===== config.mk =====
export PLATFORM = sky130hd
export DESIGN_NAME = pavg_area
export DESIGN_NICKNAME = d
export VERILOG_FILES = /design/src/hw/rtl/pavg_pkg.sv /design/src/hw/rtl/pavg_area.sv
export SDC_FILE = /design/constraint.sdc
export NUM_CORES = 1
export LEC_CHECK = 0
export ABC_AREA = 0
export ABC_CLOCK_PERIOD_IN_PS = 8100
export BUFFER_PORTS_ARGS = -buffer_cell sky130_fd_sc_hd__buf_2
export CAP_MARGIN = 20
export CORE_ASPECT_RATIO = 1.2
export CORE_MARGIN = 2
export CORE_UTILIZATION = 40
export DETAILED_ROUTE_END_ITERATION = 8
export GPL_TIMING_DRIVEN = 0
export PLACE_DENSITY = 0.7
export SLEW_MARGIN = 25
export SYNTH_ARGS = -nofsm -noshare
export SYNTH_HDL_FRONTEND = slang
export SYNTH_SLANG_ARGS = --single-unit

===== constraint.sdc =====
create_clock -name clk -period 8.1 [get_ports clk]
set_input_delay 1.62 -clock clk [delete_from_list [all_inputs] [get_ports clk]]
set_output_delay 1.62 -clock clk [all_outputs]
set_load 0.1 [all_outputs]

===== src/hw/rtl/pavg_pkg.sv =====
// Shared types, widths and helpers for the polygon area and vertex gradient unit.
`default_nettype none

package pavg_pkg;

  // Field widths
  localparam int COORD_W     = 16;
  localparam int IDX_W       = 10;
  localparam int GRAD_W      = COORD_W + 1;
  localparam int PROD_W      = 2 * COORD_W;
  localparam int CROSS_W     = PROD_W + 2;
  localparam int AREA_W      = 43;
  localparam int ABS_W       = AREA_W - 1;

  // Stream widths
  localparam int IN_TDATA_W    = 2 * COORD_W;
  localparam int OUT_FIELDS_W  = IDX_W + 2 * GRAD_W + AREA_W + ABS_W + 1;
  localparam int OUT_TDATA_W   = ((OUT_FIELDS_W + 7) / 8) * 8;
  localparam int OUT_PAD_W     = OUT_TDATA_W - OUT_FIELDS_W;

  // Defaults
  localparam int MAX_VERTICES_DEF = 1024;
  localparam int QUEUE_DEPTH      = 8;

  typedef enum logic {
    KIND_GRAD = 1'b0,
    KIND_AREA = 1'b1
  } kind_t;

  typedef struct packed {
    logic [IDX_W-1:0]         idx;
    logic signed [GRAD_W-1:0] gx;
    logic signed [GRAD_W-1:0] gy;
  } grad_t;

  // Everything one vertex emits besides the area figures
  typedef struct packed {
    logic        last;
    logic [1:0]  g_cnt;
    grad_t [2:0] grads;
  } emit_t;

  typedef struct packed {
    logic                     push;
    logic                     has_prev;
    logic                     closes3;
    emit_t                    em;
    logic signed [PROD_W-1:0] p1;
    logic signed [PROD_W-1:0] p2;
    logic signed [PROD_W-1:0] p3;
    logic signed [PROD_W-1:0] p4;
  } front_rec_t;

  typedef struct packed {
    logic                      push;
    logic                      closes3;
    emit_t                     em;
    logic signed [CROSS_W-1:0] e;
  } cross_rec_t;

  typedef struct packed {
    logic              push;
    emit_t             em;
    logic [AREA_W-1:0] area;
  } sum_rec_t;

  typedef struct packed {
    emit_t             em;
    logic [AREA_W-1:0] area;
    logic [ABS_W-1:0]  mag;
    logic              neg;
  } entry_t;

  // Signed difference of two coordinates, one bit wider
  function automatic logic signed [GRAD_W-1:0] coord_diff(
    input logic signed [COORD_W-1:0] a,
    input logic signed [COORD_W-1:0] b
  );
    return {a[COORD_W-1], a} - {b[COORD_W-1], b};
  endfunction

  // Sign-extend a product to the cross-term width
  function automatic logic signed [CROSS_W-1:0] prod_ext(
    input logic signed [PROD_W-1:0] p
  );
    return {{(CROSS_W - PROD_W){p[PROD_W-1]}}, p};
  endfunction

endpackage

`default_nettype wire


===== src/hw/rtl/pavg_area.sv =====
// Cross-term sum, running area accumulator and magnitude stage.
`default_nettype none

module pavg_area (
  input  wire logic                 clk,
  input  wire logic                 rst,
  input  wire logic                 a_valid,
  input  wire pavg_pkg::front_rec_t a_rec,
  output logic                      d_valid,
  output pavg_pkg::entry_t          d_entry
);
  import pavg_pkg::*;

  logic              b_valid;
  cross_rec_t        b_rec;
  logic              c_valid;
  sum_rec_t          c_rec;
  logic [AREA_W-1:0] cross_sum;

  logic signed [CROSS_W-1:0] d1, d2;
  logic [AREA_W-1:0]         sum;
  logic [AREA_W-1:0]         neg_area;

  // Combine the products of this vertex into one cross term
  assign d1 = a_rec.has_prev ? (prod_ext(a_rec.p1) - prod_ext(a_rec.p2)) : '0;
  assign d2 = a_rec.closes3  ? (prod_ext(a_rec.p3) - prod_ext(a_rec.p4)) : '0;

  always_ff @(posedge clk) begin
    if (rst) begin
      b_valid <= 1'b0;
    end else begin
      b_valid <= a_valid;
    end
  end

  always_ff @(posedge clk) begin
    if (a_valid) begin
      b_rec.push    <= a_rec.push;
      b_rec.closes3 <= a_rec.closes3;
      b_rec.em      <= a_rec.em;
      b_rec.e       <= d1 + d2;
    end
  end

  // Accumulate; drop the sum at the end of each run
  assign sum = cross_sum + {{(AREA_W - CROSS_W){b_rec.e[CROSS_W-1]}}, b_rec.e};

  always_ff @(posedge clk) begin
    if (rst) begin
      cross_sum <= '0;
      c_valid   <= 1'b0;
    end else begin
      c_valid <= b_valid && b_rec.push;
      if (b_valid) begin
        cross_sum <= b_rec.em.last ? '0 : sum;
      end
    end
  end

  always_ff @(posedge clk) begin
    if (b_valid) begin
      c_rec.push <= b_rec.push;
      c_rec.em   <= b_rec.em;
      c_rec.area <= b_rec.closes3 ? sum : '0;
    end
  end

  // Magnitude and sign of the area
  assign neg_area = '0 - c_rec.area;

  always_ff @(posedge clk) begin
    if (rst) begin
      d_valid <= 1'b0;
    end else begin
      d_valid <= c_valid;
    end
  end

  always_ff @(posedge clk) begin
    if (c_valid) begin
      d_entry.em   <= c_rec.em;
      d_entry.area <= c_rec.area;
      d_entry.neg  <= c_rec.area[AREA_W-1];
      d_entry.mag  <= c_rec.area[AREA_W-1] ? neg_area[ABS_W-1:0] : c_rec.area[ABS_W-1:0];
    end
  end

endmodule

`default_nettype wire


# Yosys cells after proc, flatten, opt, wreduce, memory -nomap -nowiden
# Index checks and enable logic that the tools add are counted.
[word_totals]
register_bits = 616
in_bits = 269
out_inout_bits = 222
[op_classes]
n_addsub = 5
n_mux = 4
reduce_logical = 1
[op_table]
columns = ["operator", "count"]
rows = [
  ["2-to-1 mux 34 bit", 2],
  ["subtractor 32 x 32 -> 33 bit", 2],
  ["adder 43 bit", 1],
  ["2-to-1 mux 43 bit", 1],
  ["2-to-1 mux 42 bit", 1],
  ["subtractor 1 x 42 -> 42 bit, first input constant", 1],
  ["adder 34 bit", 1],
  ["logical AND 1 bit", 1],
]

# Depth between registers and ports, before layout
[depth]
depth_word = 3
ltp_mapped = 24
ltp_nobuf = 24

# Worst setup path after synthesis
# OpenSTA, ideal clock, no wires.
[synth_path]
path_kind = "input port to flip-flop"
startpoint = "in a_rec[96] in the netlist's numbering"
endpoint = "reg b_rec[25] in the netlist's numbering (data pin)"
setup_ps = 259
t_arrival_ps = 5712
t_required_ps = 7841
slack_ps = 2130
path_stages = 22
path_buffers = 0
path_cell_list = "inv_1 > ha_1 > fa_1 > nor2b_1 > o21ai_0 > a21oi_1 > a21oi_1 > a211o_1 > nor3_1 > o21ai_0 > and3_1 > ha_1 > and3_1 > and3_1 > nor2b_1 > and4_1 > a221oi_1 > nand2b_1 > a21o_1 > a21o_1 > a21oi_1 > xnor2_1"
[synth_via]
elab_chain_len = 3
[synth_rtl]
columns = ["item", "line_no", "source"]
rows = [
  ["from (decl)", "pavg_area.sv:8", "input wire pavg_pkg::front_rec_t a_rec,"],
  ["subtractor 32 x 32 -> 33 bit", "pavg_area.sv:25", "assign d1 = a_rec.has_prev ? (prod_ext(a_rec.p1) - prod_ext(a_rec.p2)) : '0;"],
  ["2-to-1 mux 34 bit", "pavg_area.sv:25", ""],
  ["adder 34 bit", "pavg_area.sv:41", "b_rec.e <= d1 + d2;"],
  ["to (decl)", "pavg_area.sv:15", "cross_rec_t b_rec;"],
]
# No other way between the ends.
# A chain may end at the register's enable or synchronous reset.

# Final worst setup path
[layout_path]
startpoint = "in a_rec[64] in the netlist's numbering"
endpoint = "reg b_rec[32] in the netlist's numbering (data pin)"
# The elaborated chain is that of the path after synthesis.

==> out/results.ini <==
[worst_setup_path]
rrSetupSlack_ns = 3.89
critPathArrivalTime_ns = 7.05
cp_cell_sequence = buf_2 > ha_1 > fa_1 > nor2b_1 > o21ai_0 > a21oi_1 > a21oi_1 > a211o_1 > nor3_1 > o21ai_0 > and3_1 > ha_1 > and3_1 > and3_1 > nand4_1 > a211oi_1 > o21ai_0 > a31oi_1 > a311o_1 > a21oi_1 > xnor2_1
worstSetupEndpointType = flip-flop
slowest_delay_ns = 0.53
path_delay_family = compound AO/OA/AOI/OAI gates
critical_path_peak_fanout = 5
rr_startpoint = c_rec[9]
ff2ff_path_depth = 9
timing.rr.end = d_entry[29]
start_kind = primary input
timing.critical_path.slowest_stage_cell = a211oi_1
required_ns = 8.42
worstSetupPathType = in2reg
critPathLaunch = a_rec[64]
crit_buf_inv = 1

[finish]
nets = 2996
layout.cells.non_filler = 3545
layout-drive-gt1-share_pct = 23.6
fill_cells = 5899
multi_input_comb_area_mm2 = 0.00886
area_growth_pct = 21.1
final-seq-area_mm2 = 0.0180

[power]
pwr_density_cell_mw_per_mm2 = 236
leakage_uw = 0.0135
pwr-share-seq_pct = 48.9
vdd_drop_max_mv = 0.195
p_comb_share_pct = 16.7
p_sw_share_pct = 26.5
p_clk_share_pct = 34.4
power.internal_uw = 5770
switchingPower_uw = 2080

[clock_network]
clkTransAtPathRegs_ns = 0.07
cts_max_path_buffers = 3
cts_resized = 0
postCtsSetupBuffers = 0
cts_sinks = 614
cts_hold_buf = 0
clk_root_buffer_cell = clkbuf_16
numCtsBuffers = 55
clock_latency_ns = 0.59
cts_tree = yes
htree_levels = 2

[synth]
ys.flop_type = edfxtp_1
ys_types = 74
yosysWarningCount = 0
synth_compound_area_share_pct = 11.8
synth.area.top_cells = edfxtp_1, ha_1, dfxtp_1
synthMuxAreaShare_pct = 0.183
synth-edff-count = 568
yosysTopAreaCell = edfxtp_1
yosys.area.top_type_share_pct = 62.2
post-synth-top-count-cell = edfxtp_1
synth_fa_ha_area_share_pct = 6.68
synth_top_family_by_area = compound AO/OA/AOI/OAI gates
ys_ff_latch = 614
synth.avg_cell_area_um2 = 13.5
syn_area_mm2 = 0.0274
async_flop_share_pct = 0
synth_xor_area_share_pct = 4.63
synth-simple-area-share_pct = 9.04
seq_area_frac_synth_pct = 65.6
syn_nets = 2440
synthTopCellsByCount = edfxtp_1, a21oi_1, ha_1
syn_inst = 2027

[die]
row_count = 105
dieWidth_um = 243
die_y_um = 291
die-area_mm2 = 0.0706
io_pins = 491
initial_utilization_pct = 40.3
coreArea_mm2 = 0.0681

[min_path]
hp-class = reg2reg
min_to = c_rec[58]
hp-start = b_rec[49]
holdPathStages = 0

[routing]
firstDrtPassIters = 5
vias = 18000
ant_nets = 0
drtIter0Drc = 1236
wire_per_inst_um = 19.2
vias_per_cell = 5.08
wirelength_um = 68000
drc = 0

[placed_design]
io_buffers = 489
placed_cells = 3435
hpwl_um = 52600
routabilityCongestion = 0.895

[sta]
fin_skew_ns = 0.0216
tightestPinTransition_ns = 1.03
maxSlewViolCount = 0
min_period_ns = 6.72
post-route-period-util_pct = 83.0
fin_hold_ws_ns = 0.403
timing.fmax_mhz = 149
finalSetupViolations = 0
rsz0062_at_grt = false
hold_violations = 0
relSlewSlack_pct = 30.3

[flow_run]
cap_violations = 0

[grt]
track_usage_pct = 18.7
grt_pass1_wl_um = 103000
grt_pass1_vias = 18100
antenna_found_initial = 5
grt_max_degree = 77
grt.overflow.total = 0

[status]
outcome = completed

-- worst max path at each step --
stage	slack, ns	endpoint	cells past startpoint
5_1_grt	0.98	b_rec[32]	23
3_3_place_gp	-0.54	cross_sum[34]	3
6_report	1.38	b_rec[32]	21
4_1_cts	1.45	b_rec[32]	21
2_1_floorplan	2.13	b_rec[25]	22
3_5_place_dp	0.86	b_rec[32]	21
-- cells in the final DEF, fill, tap and decap left out, types with 7 or more instances in the layout --
master     netlist  layout
diode_2          0       7
nor3b_1          9       8
edfxtp_1       568     568
dfxtp_1         46      44
o21ai_0         77      77
nand3b_1        10      10
xor2_1          51      51
o31a_1           7       7
nand4_1         14      14
xnor2_1         94      94
o21a_1          11      11
o31ai_1         11      11
o21bai_1        22      22
clkbuf_1        42      49
nor3_1          30      30
nor2b_1         40      40
a31oi_1         10      10
clkbuf_16        0      57
nand2_1         85      85
ha_1           140     140
or3_1            7       7
and3_1          17      17
nor2_1         130     130
a21oi_1        157     157
a21o_1          94      94
and2_1          45      45
a22o_1          23      23
nand3_1         29      29
o211ai_1         7       7
a211oi_1        14      14
buf_2            0     488
o41ai_1          9       9
or2_2            7       7
nand2b_1        26      26
inv_1          105     105
-- power by group through the flow --
stage	sequential (µW)	combinational [µW]	clock (µW)
6_report	3840	1310	2700
5_1_grt	3860	1450	2880
4_1_cts	3840	1310	2770
3_5_place_dp	3900	1300	0
3_3_place_gp	3950	1240	0
2_1_floorplan	3990	828	0
-- worst register-to-register path, stage by stage (launching register included) --
cell and delay [ns]:
edfxtp_1 0.47, or4_4 0.57, nor4_2 0.21, nand2b_1 0.13, or3_1 0.34, or2_2 0.34
o41ai_1 0.85, a21boi_1 0.70, nand2_1 0.16, xor2_1 0.18
-- state kept, by name (all words and copies together) (netlist names) --
register   count
c_valid        1
d_entry      219
c_rec        178
cross_sum     43
b_rec        171
d_valid        1
b_valid        1
-- metrics by stage --
step / util (%) / power, µW / cell area, µm² / TNS (ns) / worst slack, ns
CTS: 48.7 / 7920 / 33200 / 0 / 1.45
floorplan: - / 4820 / 27400 / 0 / 2.13
detailed placement: 45.9 / 5200 / 31200 / 0 / 0.864
global placement: 45.5 / 5180 / 31000 / -11.26 / -0.536
global route: 48.8 / 8190 / 33200 / 0 / 0.983
finish: 48.8 / 7840 / 33200 / 0 / 1.38
-- kinds of logic (layout without fill, tap and decap cells) --
kind of cell             count (synthesis)  count (layout)
adder cells (fa/ha/maj)                144             144
other                                    0               7
buffers and inverters                  151             753
flip-flops                             614             614
AND/OR/NAND/NOR                        478             478
AO/OA/AOI/OAI                          490             490
XOR/XNOR                               145             145
multiplexers                             5               5
-- final cells by class --
cell class | instances | area share (%)
Timing Repair Buffer | 499 | 8.12
Clock buffer | 66 | 4.46
Inverter | 105 | 1.19
Clock inverter | 37 | 1.36
Multi-Input combinational cell | 1262 | 26.7
Antenna cell | 7 | 0.0528
Buffer | 46 | 0.543
Sequential cell | 614 | 54.2
Tap cell | 909 | 3.43
-- per-layer routing --
layer	vias up	GRT usage [%]	wire length (µm)
li1	8718	-	-
met1	8469	22.4	26700
met2	684	33.8	34600
met3	123	3.13	4580
met4	0	6.40	2130
met5	-	0	0
No activity file was read; power rests on OpenSTA's default activity.
