$ cat src/hw/rtl/pavg_pkg.sv
// Shared types, widths and helpers for the polygon area and vertex gradient unit.
`default_nettype none

package pavg_pkg;

  // Field widths
  localparam int COORD_W     = 16;
  localparam int IDX_W       = 10;
  localparam int GRAD_W      = COORD_W + 1;
  localparam int PROD_W      = 2 * COORD_W;
  localparam int CROSS_W     = PROD_W + 2;
  localparam int AREA_W      = 43;
  localparam int ABS_W       = AREA_W - 1;

  // Stream widths
  localparam int IN_TDATA_W    = 2 * COORD_W;
  localparam int OUT_FIELDS_W  = IDX_W + 2 * GRAD_W + AREA_W + ABS_W + 1;
  localparam int OUT_TDATA_W   = ((OUT_FIELDS_W + 7) / 8) * 8;
  localparam int OUT_PAD_W     = OUT_TDATA_W - OUT_FIELDS_W;

  // Defaults
  localparam int MAX_VERTICES_DEF = 1024;
  localparam int QUEUE_DEPTH      = 8;

  typedef enum logic {
    KIND_GRAD = 1'b0,
    KIND_AREA = 1'b1
  } kind_t;

  typedef struct packed {
    logic [IDX_W-1:0]         idx;
    logic signed [GRAD_W-1:0] gx;
    logic signed [GRAD_W-1:0] gy;
  } grad_t;

  // Everything one vertex emits besides the area figures
  typedef struct packed {
    logic        last;
    logic [1:0]  g_cnt;
    grad_t [2:0] grads;
  } emit_t;

  typedef struct packed {
    logic                     push;
    logic                     has_prev;
    logic                     closes3;
    emit_t                    em;
    logic signed [PROD_W-1:0] p1;
    logic signed [PROD_W-1:0] p2;
    logic signed [PROD_W-1:0] p3;
    logic signed [PROD_W-1:0] p4;
  } front_rec_t;

  typedef struct packed {
    logic                      push;
    logic                      closes3;
    emit_t                     em;
    logic signed [CROSS_W-1:0] e;
  } cross_rec_t;

  typedef struct packed {
    logic              push;
    emit_t             em;
    logic [AREA_W-1:0] area;
  } sum_rec_t;

  typedef struct packed {
    emit_t             em;
    logic [AREA_W-1:0] area;
    logic [ABS_W-1:0]  mag;
    logic              neg;
  } entry_t;

  // Signed difference of two coordinates, one bit wider
  function automatic logic signed [GRAD_W-1:0] coord_diff(
    input logic signed [COORD_W-1:0] a,
    input logic signed [COORD_W-1:0] b
  );
    return {a[COORD_W-1], a} - {b[COORD_W-1], b};
  endfunction

  // Sign-extend a product to the cross-term width
  function automatic logic signed [CROSS_W-1:0] prod_ext(
    input logic signed [PROD_W-1:0] p
  );
    return {{(CROSS_W - PROD_W){p[PROD_W-1]}}, p};
  endfunction

endpackage

`default_nettype wire

$ cat src/hw/rtl/pavg_front.sv
// Input side: vertex history, run control, credit count, products and gradients.
`default_nettype none

module pavg_front #(
  parameter int MAX_VERTICES = pavg_pkg::MAX_VERTICES_DEF,
  parameter int DEPTH        = pavg_pkg::QUEUE_DEPTH
) (
  input  wire logic                             clk,
  input  wire logic                             rst,
  input  wire logic                             s_axis_tvalid,
  output logic                                  s_axis_tready,
  input  wire logic [pavg_pkg::IN_TDATA_W-1:0]  s_axis_tdata,
  input  wire logic                             s_axis_tlast,
  input  wire logic                             item_done,
  output logic                                  a_valid,
  output pavg_pkg::front_rec_t                  a_rec
);
  import pavg_pkg::*;

  localparam int CNT_W  = $clog2(MAX_VERTICES);
  localparam int CRED_W = $clog2(DEPTH + 1);

  logic [CNT_W-1:0]          cnt;
  logic [CRED_W-1:0]         credits;
  logic signed [COORD_W-1:0] first_x, first_y, second_x, second_y;
  logic signed [COORD_W-1:0] older_x, older_y, prior_x, prior_y;

  logic                      acc;
  logic                      last_eff;
  logic                      many;
  logic signed [COORD_W-1:0] xs, ys;
  logic [31:0]               n_w, nm1_w;
  front_rec_t                rec_next;

  assign xs       = s_axis_tdata[COORD_W-1:0];
  assign ys       = s_axis_tdata[2*COORD_W-1:COORD_W];
  assign last_eff = s_axis_tlast || (cnt == CNT_W'(MAX_VERTICES - 1));
  assign many     = (cnt > CNT_W'(1));
  assign n_w      = 32'(cnt);
  assign nm1_w    = 32'(cnt - CNT_W'(1));

  // Hold input while every queue slot is promised to an item in flight
  assign s_axis_tready = (credits < CRED_W'(DEPTH));
  assign acc           = s_axis_tvalid && s_axis_tready;

  // Build the record for this vertex
  always_comb begin
    rec_next          = '0;
    rec_next.has_prev = (cnt != '0);
    rec_next.closes3  = last_eff && many;
    rec_next.push     = many || last_eff;
    rec_next.em.last  = last_eff;
    rec_next.p1       = prior_x * ys;
    rec_next.p2       = xs * prior_y;
    rec_next.p3       = xs * first_y;
    rec_next.p4       = first_x * ys;
    if (many) begin
      rec_next.em.grads[0].idx = nm1_w[IDX_W-1:0];
      rec_next.em.grads[0].gx  = coord_diff(ys, older_y);
      rec_next.em.grads[0].gy  = coord_diff(older_x, xs);
      if (last_eff) begin
        rec_next.em.g_cnt        = 2'd3;
        rec_next.em.grads[1].idx = '0;
        rec_next.em.grads[1].gx  = coord_diff(second_y, ys);
        rec_next.em.grads[1].gy  = coord_diff(xs, second_x);
        rec_next.em.grads[2].idx = n_w[IDX_W-1:0];
        rec_next.em.grads[2].gx  = coord_diff(first_y, prior_y);
        rec_next.em.grads[2].gy  = coord_diff(prior_x, first_x);
      end else begin
        rec_next.em.g_cnt = 2'd1;
      end
    end else if (last_eff) begin
      // Short run: zero gradients for vertex 0 and, if present, vertex 1
      rec_next.em.grads[1].idx = IDX_W'(1);
      rec_next.em.g_cnt        = (cnt == '0) ? 2'd1 : 2'd2;
    end
  end

  // Advance vertex history and run count
  always_ff @(posedge clk) begin
    if (rst) begin
      cnt      <= '0;
      first_x  <= '0;
      first_y  <= '0;
      second_x <= '0;
      second_y <= '0;
      older_x  <= '0;
      older_y  <= '0;
      prior_x  <= '0;
      prior_y  <= '0;
    end else if (acc) begin
      if (last_eff) begin
        cnt      <= '0;
        first_x  <= '0;
        first_y  <= '0;
        second_x <= '0;
        second_y <= '0;
        older_x  <= '0;
        older_y  <= '0;
        prior_x  <= '0;
        prior_y  <= '0;
      end else begin
        if (cnt == '0) begin
          first_x <= xs;
          first_y <= ys;
        end
        if (cnt == CNT_W'(1)) begin
          second_x <= xs;
          second_y <= ys;
        end
        older_x <= prior_x;
        older_y <= prior_y;
        prior_x <= xs;
        prior_y <= ys;
        cnt     <= cnt + CNT_W'(1);
      end
    end
  end

  // Track items that own or will own a queue slot
  always_ff @(posedge clk) begin
    if (rst) begin
      credits <= '0;
    end else begin
      priority case ({acc && rec_next.push, item_done})
        2'b10:   credits <= credits + CRED_W'(1);
        2'b01:   credits <= credits - CRED_W'(1);
        default: credits <= credits;
      endcase
    end
  end

  // Input register stage
  always_ff @(posedge clk) begin
    if (rst) begin
      a_valid <= 1'b0;
    end else begin
      a_valid <= acc;
    end
  end

  always_ff @(posedge clk) begin
    if (acc) begin
      a_rec <= rec_next;
    end
  end

endmodule

`default_nettype wire

$ cat config.mk
export PLATFORM = sky130hd
export DESIGN_NAME = pavg_front
export DESIGN_NICKNAME = d
export VERILOG_FILES = /design/src/hw/rtl/pavg_pkg.sv /design/src/hw/rtl/pavg_front.sv
export SDC_FILE = /design/constraint.sdc
export NUM_CORES = 2
export LEC_CHECK = 0
export BUFFER_PORTS_ARGS = -buffer_cell sky130_fd_sc_hd__buf_2
export CORE_MARGIN = 2
export CORE_UTILIZATION = 50
export DETAILED_ROUTE_END_ITERATION = 6
export HOLD_SLACK_MARGIN = 0.06
export MAX_ROUTING_LAYER = met4
export PLACE_DENSITY_LB_ADDON = 0.2
export SYNTH_ARGS = -nofsm -noshare
export SYNTH_HDL_FRONTEND = slang
export SYNTH_SLANG_ARGS = --single-unit
$ cat constraint.sdc
create_clock -name clk -period 16.45 [get_ports clk]
set_input_delay 3.29 -clock clk [delete_from_list [all_inputs] [get_ports clk]]
set_output_delay 3.29 -clock clk [all_outputs]
set_load 0.02 [all_outputs]
# Yosys cells after proc, flatten, opt, wreduce, memory -nomap -nowiden
# Cells that the tools add are included.
# op_classes
n_addsub	10
n_mul	4
div	0
order_cmp	2
eq_ne	4
n_shift	0
mux	20
bitwise_logic	0
n_reduce_logical	13
# op_table
cell	count
two-way mux 16 bit	12
multiplier 16 x 16 -> 32 bit	4
subtractor 16 x 16 -> 17 bit	6
two-way mux 10 bit	2
adder 10 x 1 -> 10 bit (second input constant)	1
== test 10 x 1 -> 1 bit (second input constant)	1
== test 10 bit (second input constant)	1
> comparator 10 x 1 -> 1 bit (second input constant)	1
zero test 10 bit	1
nonzero test 10 bit	1
subtractor 10 x 1 -> 10 bit (second input constant)	1
two-way mux 2 bit	4
one-hot mux 4 bit (2 select lines)	1
AND reduction 2 bit	3
nonzero test 2 bit	3
adder 4 x 1 -> 4 bit (second input constant)	1
< comparator 4 bit (second input constant)	1
subtractor 4 x 1 -> 4 bit (second input constant)	1
logical AND 1 bit	3
== test 2 x 1 -> 1 bit (second input constant)	1
== test 2 bit (second input constant)	1
logical OR 1 bit	2
two-way mux 1 bit	1
# totals
regBits	409
latchBits	0
ram_bits	0
mem_bits_ro	0
inputBits	37
output_inout_bits	268
word_cells	82
n_memories	0

# Logic depth before layout (Yosys ltp)
# depth
depth_word	6
ltp_mapped	26

# Worst setup path after synthesis
# No wires, ideal clock.
# synth_path
kind	in2reg
startpoint	input port s_axis_tvalid
endpoint	register credits[3]
arrival_ps	12781
slack_ps	3598
stages	12
n_path_buf	2
cell_sequence	nand2_1 > inv_1 > clkbuf_1 > clkbuf_1 > nand2_1 > ha_1 > ha_1 > a21o_1 > a21oi_1 > xnor2_1 > or3_1 > a21oi_1
# synth_between
elab_chain_len	4
word_cells_on_any_way	6
cone_classes	2 x eq/ne; 1 x mux; 3 x reduce/logical
# synth_rtl
item	line	rtl
start, declared	pavg_front.sv:10	input wire logic s_axis_tvalid,
logical AND 1 bit *	pavg_front.sv:44	assign acc = s_axis_tvalid && s_axis_tready;
named net acc	pavg_front.sv:28	logic acc;
logical AND 1 bit *	pavg_front.sv:125	priority case ({acc && rec_next.push, item_done})
== test 2 x 1 -> 1 bit / == test 2 bit (equally long branches)	pavg_front.sv:125	
one-hot mux 4 bit (2 select lines) / nonzero test 2 bit (equally long branches)	-	
end signal, assigned	pavg_front.sv:126	2'b10: credits <= credits + CRED_W'(1);
end signal, assigned	pavg_front.sv:127	2'b01: credits <= credits - CRED_W'(1);
end signal, assigned	pavg_front.sv:128	default: credits <= credits;
end, declared	pavg_front.sv:24	logic [CRED_W-1:0] credits;
# The timed path passes the listed nets; every way through them passes the cells marked *.
# A chain may end at the register's enable or synchronous reset.

==> results.md <==
* Status: completed
* Max Clk Rate at 103 MHz
* LEAKAGE at 0.0301 uW
* Post-CTS Repair Setup Buffers at 0
* Post-route setup TNS at 0 ns
* Register area share after synthesis at 18.7%
* Number of vias per cell at 5.39
* Synth warnings at 0
* H-Tree Level Count at 2
* Layout Skew at 0.0480 ns
* DRC at 0
* Cells after synthesis at 6,010
* Number of global-route vias before repair at 42,807
* #FFs+latches synth at 400
* Library cells used by synthesis at 86
* Final wirelength at 158,000 um
* Post-layout min period at 9.68 ns
* Most frequent cells in the layout: inv_1, fa_1, nand2_1
* CTS Sinks at 400
* Die Wd at 340 um
* Core area at 112,000 um^2
* RD Place Congestion at 0.981
* RSZ-0062 raised after global routing: no
* Worst r2r src: prior_y[3]
* DRT iter0 DRCs at 3,102
* R2R depth at 22
* Worst Hold Path EP: older_y[4]
* Max Transition Viols Final at 0
* Avg Synthesized Cell Area at 9.41 um^2
* Post_cts resized at 0
* CP startpoint kind: input port
* Layout cells sized above 1 at 7.82%
* Root Buffer: clkbuf_16
* First-pass GRT wire length at 249,000 um
* Antenna violations before repair at 8
* Row count at 123
* Global Route Usage Sum at 28.8%
* Detail Route Antenna Nets at 0
* Slowest-stage cell, CP: clkinv_1
* CTS tree: done
* Input/output buffers at 295
* Die area at 116,000 um^2
* Hold WC Path Type: reg -> reg
* Total number of vias at 41,625
* Post-synth top flop: edfxtp_1
* Most frequent CP cell: fa_1
* Worst r2r dst: a_rec[94]
* CP delay by family, top: adder cells
* Worst Setup End Kind: register
* First-pass DRT Iterations at 5
* Die height at 340 um
* Required time of the critical path at 16.87 ns
* Max cap viols at 0
* Initial core utilization at 50.3%
* Fin cells at 7,721
* Ports at 305
* Least-Margin Pin Slew at 1.21 ns
* Number of synthesized flops with an enable pin at 257
* Tcrit/Tclk final at 58.9%
* Hold path cells at 2
* DP Wirelength at 122,000 um
* Hold path start: older_y[4]
* Ys async rst share at 0%
* Crit-path max cell delay at 0.51 ns
* Clk buf depth at 3
* PwrDens at 135 nW/um^2
* Final setup violation count at 0
* Clk Latency, worst-skew pair at 0.69 ns
* Placed cells at 7,619
* CTS buffer count at 50
* Worst relative slew slack at 19.2%
* WP buf/inv at 7
* Critical path type: in -> reg
* GRT overflow at 0
* Commonest non-fill, non-tap cell in the layout: inv_1
* Max IR drop VDD at 0.136 mV
* Fin. Hold Viols at 0
* Synth-to-Final Area Change at 8.23%
* Largest net degree at the start of global routing at 187
* Arr. time, crit path at 10.10 ns
* Clock-pin slew on the worst setup and hold paths at 0.06 ns
* FF-to-FF setup slack at 9.11 ns
* Crit Path Max Fanout at 29
* Cell area after synthesis at 56,500 um^2
* Average routed wire per standard cell at 20.4 um
* Hold buffers post-CTS at 0
* Final-stage net count at 7,694
-- worst min-delay path, stage by stage, from the launching register on --
cell,delay [ns]
dfxtp_1,0.31
nand2_1,0.05
a21oi_1,0.05
-- where the power goes --
| part | switching (uW) | internal [uW] |
|---|---|---|
| Clock | 498 | 691 |
| Sequential | 125 | 1510 |
| Combinational | 3260 | 2150 |
-- metrics by stage --
step | util [%] | hold WS (ns) | cell area (um^2) | setup slack [ns] | total power, uW
global route | 54.5 | 0.483 | 61200 | 6.49 | 9040
finish | 54.5 | 0.453 | 61200 | 6.77 | 8230
global placement | 52.9 | 0.439 | 59400 | 6.24 | 6970
CTS | 54.4 | 0.455 | 61200 | 6.88 | 8300
detailed placement | 52.9 | 0.447 | 59400 | 6.23 | 7040
floorplan | - | 0.436 | 56600 | 3.60 | 5680
-- cells by family (layout without fill, tap and decap cells) --
group                    Yosys count  in the layout  synth area share [%]
AND/OR/NAND/NOR                 1795           1795                  14.3
flip-flops                       400            400                  18.7
other                              1             17               0.00663
buffers and inverters           1560           1755                  10.5
multiplexers                       2              2                0.0376
adder cells (fa/ha/maj)         1486           1486                  46.9
AO/OA/AOI/OAI                    563            563                  6.46
XOR/XNOR                         203            203                  3.14
-- flip-flops by register name (all words and copies together) (netlist names) --
| signal | flops |
|---|---|
| older_x | 16 |
| a_valid | 1 |
| credits | 4 |
| prior_y | 16 |
| cnt | 10 |
| second_x | 16 |
| a_rec | 257 |
| first_y | 16 |
| prior_x | 16 |
| first_x | 16 |
| older_y | 16 |
| second_y | 16 |
-- area by class of cell --
type / instances / area, um^2
Sequential cell: 400 / 10600
Clock inverter: 29 / 403
Tap cell: 1500 / 1880
Timing Repair Buffer: 357 / 1960
Fill cell: 10295 / 51200
Inverter: 1304 / 4900
Multi-Input combinational cell: 4058 / 40100
Antenna cell: 8 / 20.0
Clock buffer: 65 / 1370
-- Yosys cell counts (all sizes together), types with 4 or more instances --
| cell | instances | area [um^2] |
|---|---|---|
| nor2b | 29 | 181 |
| a211oi | 10 | 80.1 |
| clkinv | 16 | 60.1 |
| o31ai | 6 | 50.1 |
| o21ai | 99 | 503 |
| a21boi | 18 | 135 |
| nor2 | 564 | 2120 |
| nand3 | 68 | 340 |
| o21a | 18 | 135 |
| nand3b | 4 | 30.0 |
| or4 | 4 | 33.8 |
| edfxtp | 257 | 7720 |
| or3 | 16 | 100 |
| o21bai | 18 | 139 |
| nor4 | 6 | 37.5 |
| xnor2 | 133 | 1160 |
| nand4b | 6 | 52.6 |
| a21o | 46 | 345 |
| o311ai | 7 | 61.3 |
| nand2 | 679 | 2560 |
| ha | 431 | 5390 |
| fa | 1055 | 21100 |
| and3 | 27 | 169 |
| a31o | 5 | 43.8 |
| nor4b | 6 | 58.8 |
| dfxtp | 143 | 2860 |
| nor3 | 74 | 392 |
| xor2 | 70 | 613 |
| clkbuf | 212 | 796 |
| o211ai | 10 | 75.1 |
| buf | 44 | 235 |
| o32ai | 4 | 35.0 |
| nand2b | 34 | 213 |
| a31oi | 10 | 62.6 |
| and2 | 241 | 1510 |
| a22oi | 66 | 495 |
| nand4 | 18 | 113 |
| a41o | 5 | 50.1 |
| o2111ai | 5 | 43.8 |
| o41ai | 5 | 85.1 |
| nor3b | 12 | 101 |
| a21oi | 203 | 1040 |
| a41oi | 9 | 78.8 |
| inv | 1288 | 4840 |
-- worst max-delay path by stage --
stage	startpoint	endpoint	cells after the start
global placement	s_axis_tdata[7]	a_rec[95]	25
floorplan	s_axis_tvalid	credits[3]	12
global route	s_axis_tdata[7]	a_rec[95]	25
finish	s_axis_tdata[7]	a_rec[95]	25
CTS	s_axis_tdata[7]	a_rec[95]	25
detailed placement	s_axis_tdata[7]	a_rec[95]	25
-- per-layer routing --
metal / share of wire (%) / global-route usage (%) / wire (um) / vias up
met3: 7.5 / 4.35 / 11900 / 323
met2: 47 / 45.1 / 74200 / 1615
li1: - / - / - / 18694
met5: 0 / - / 0 / -
met1: 41 / 37.8 / 64500 / 20993
met4: 4.6 / 11.3 / 7220 / 0
Power figures use the tool's default switching activity.
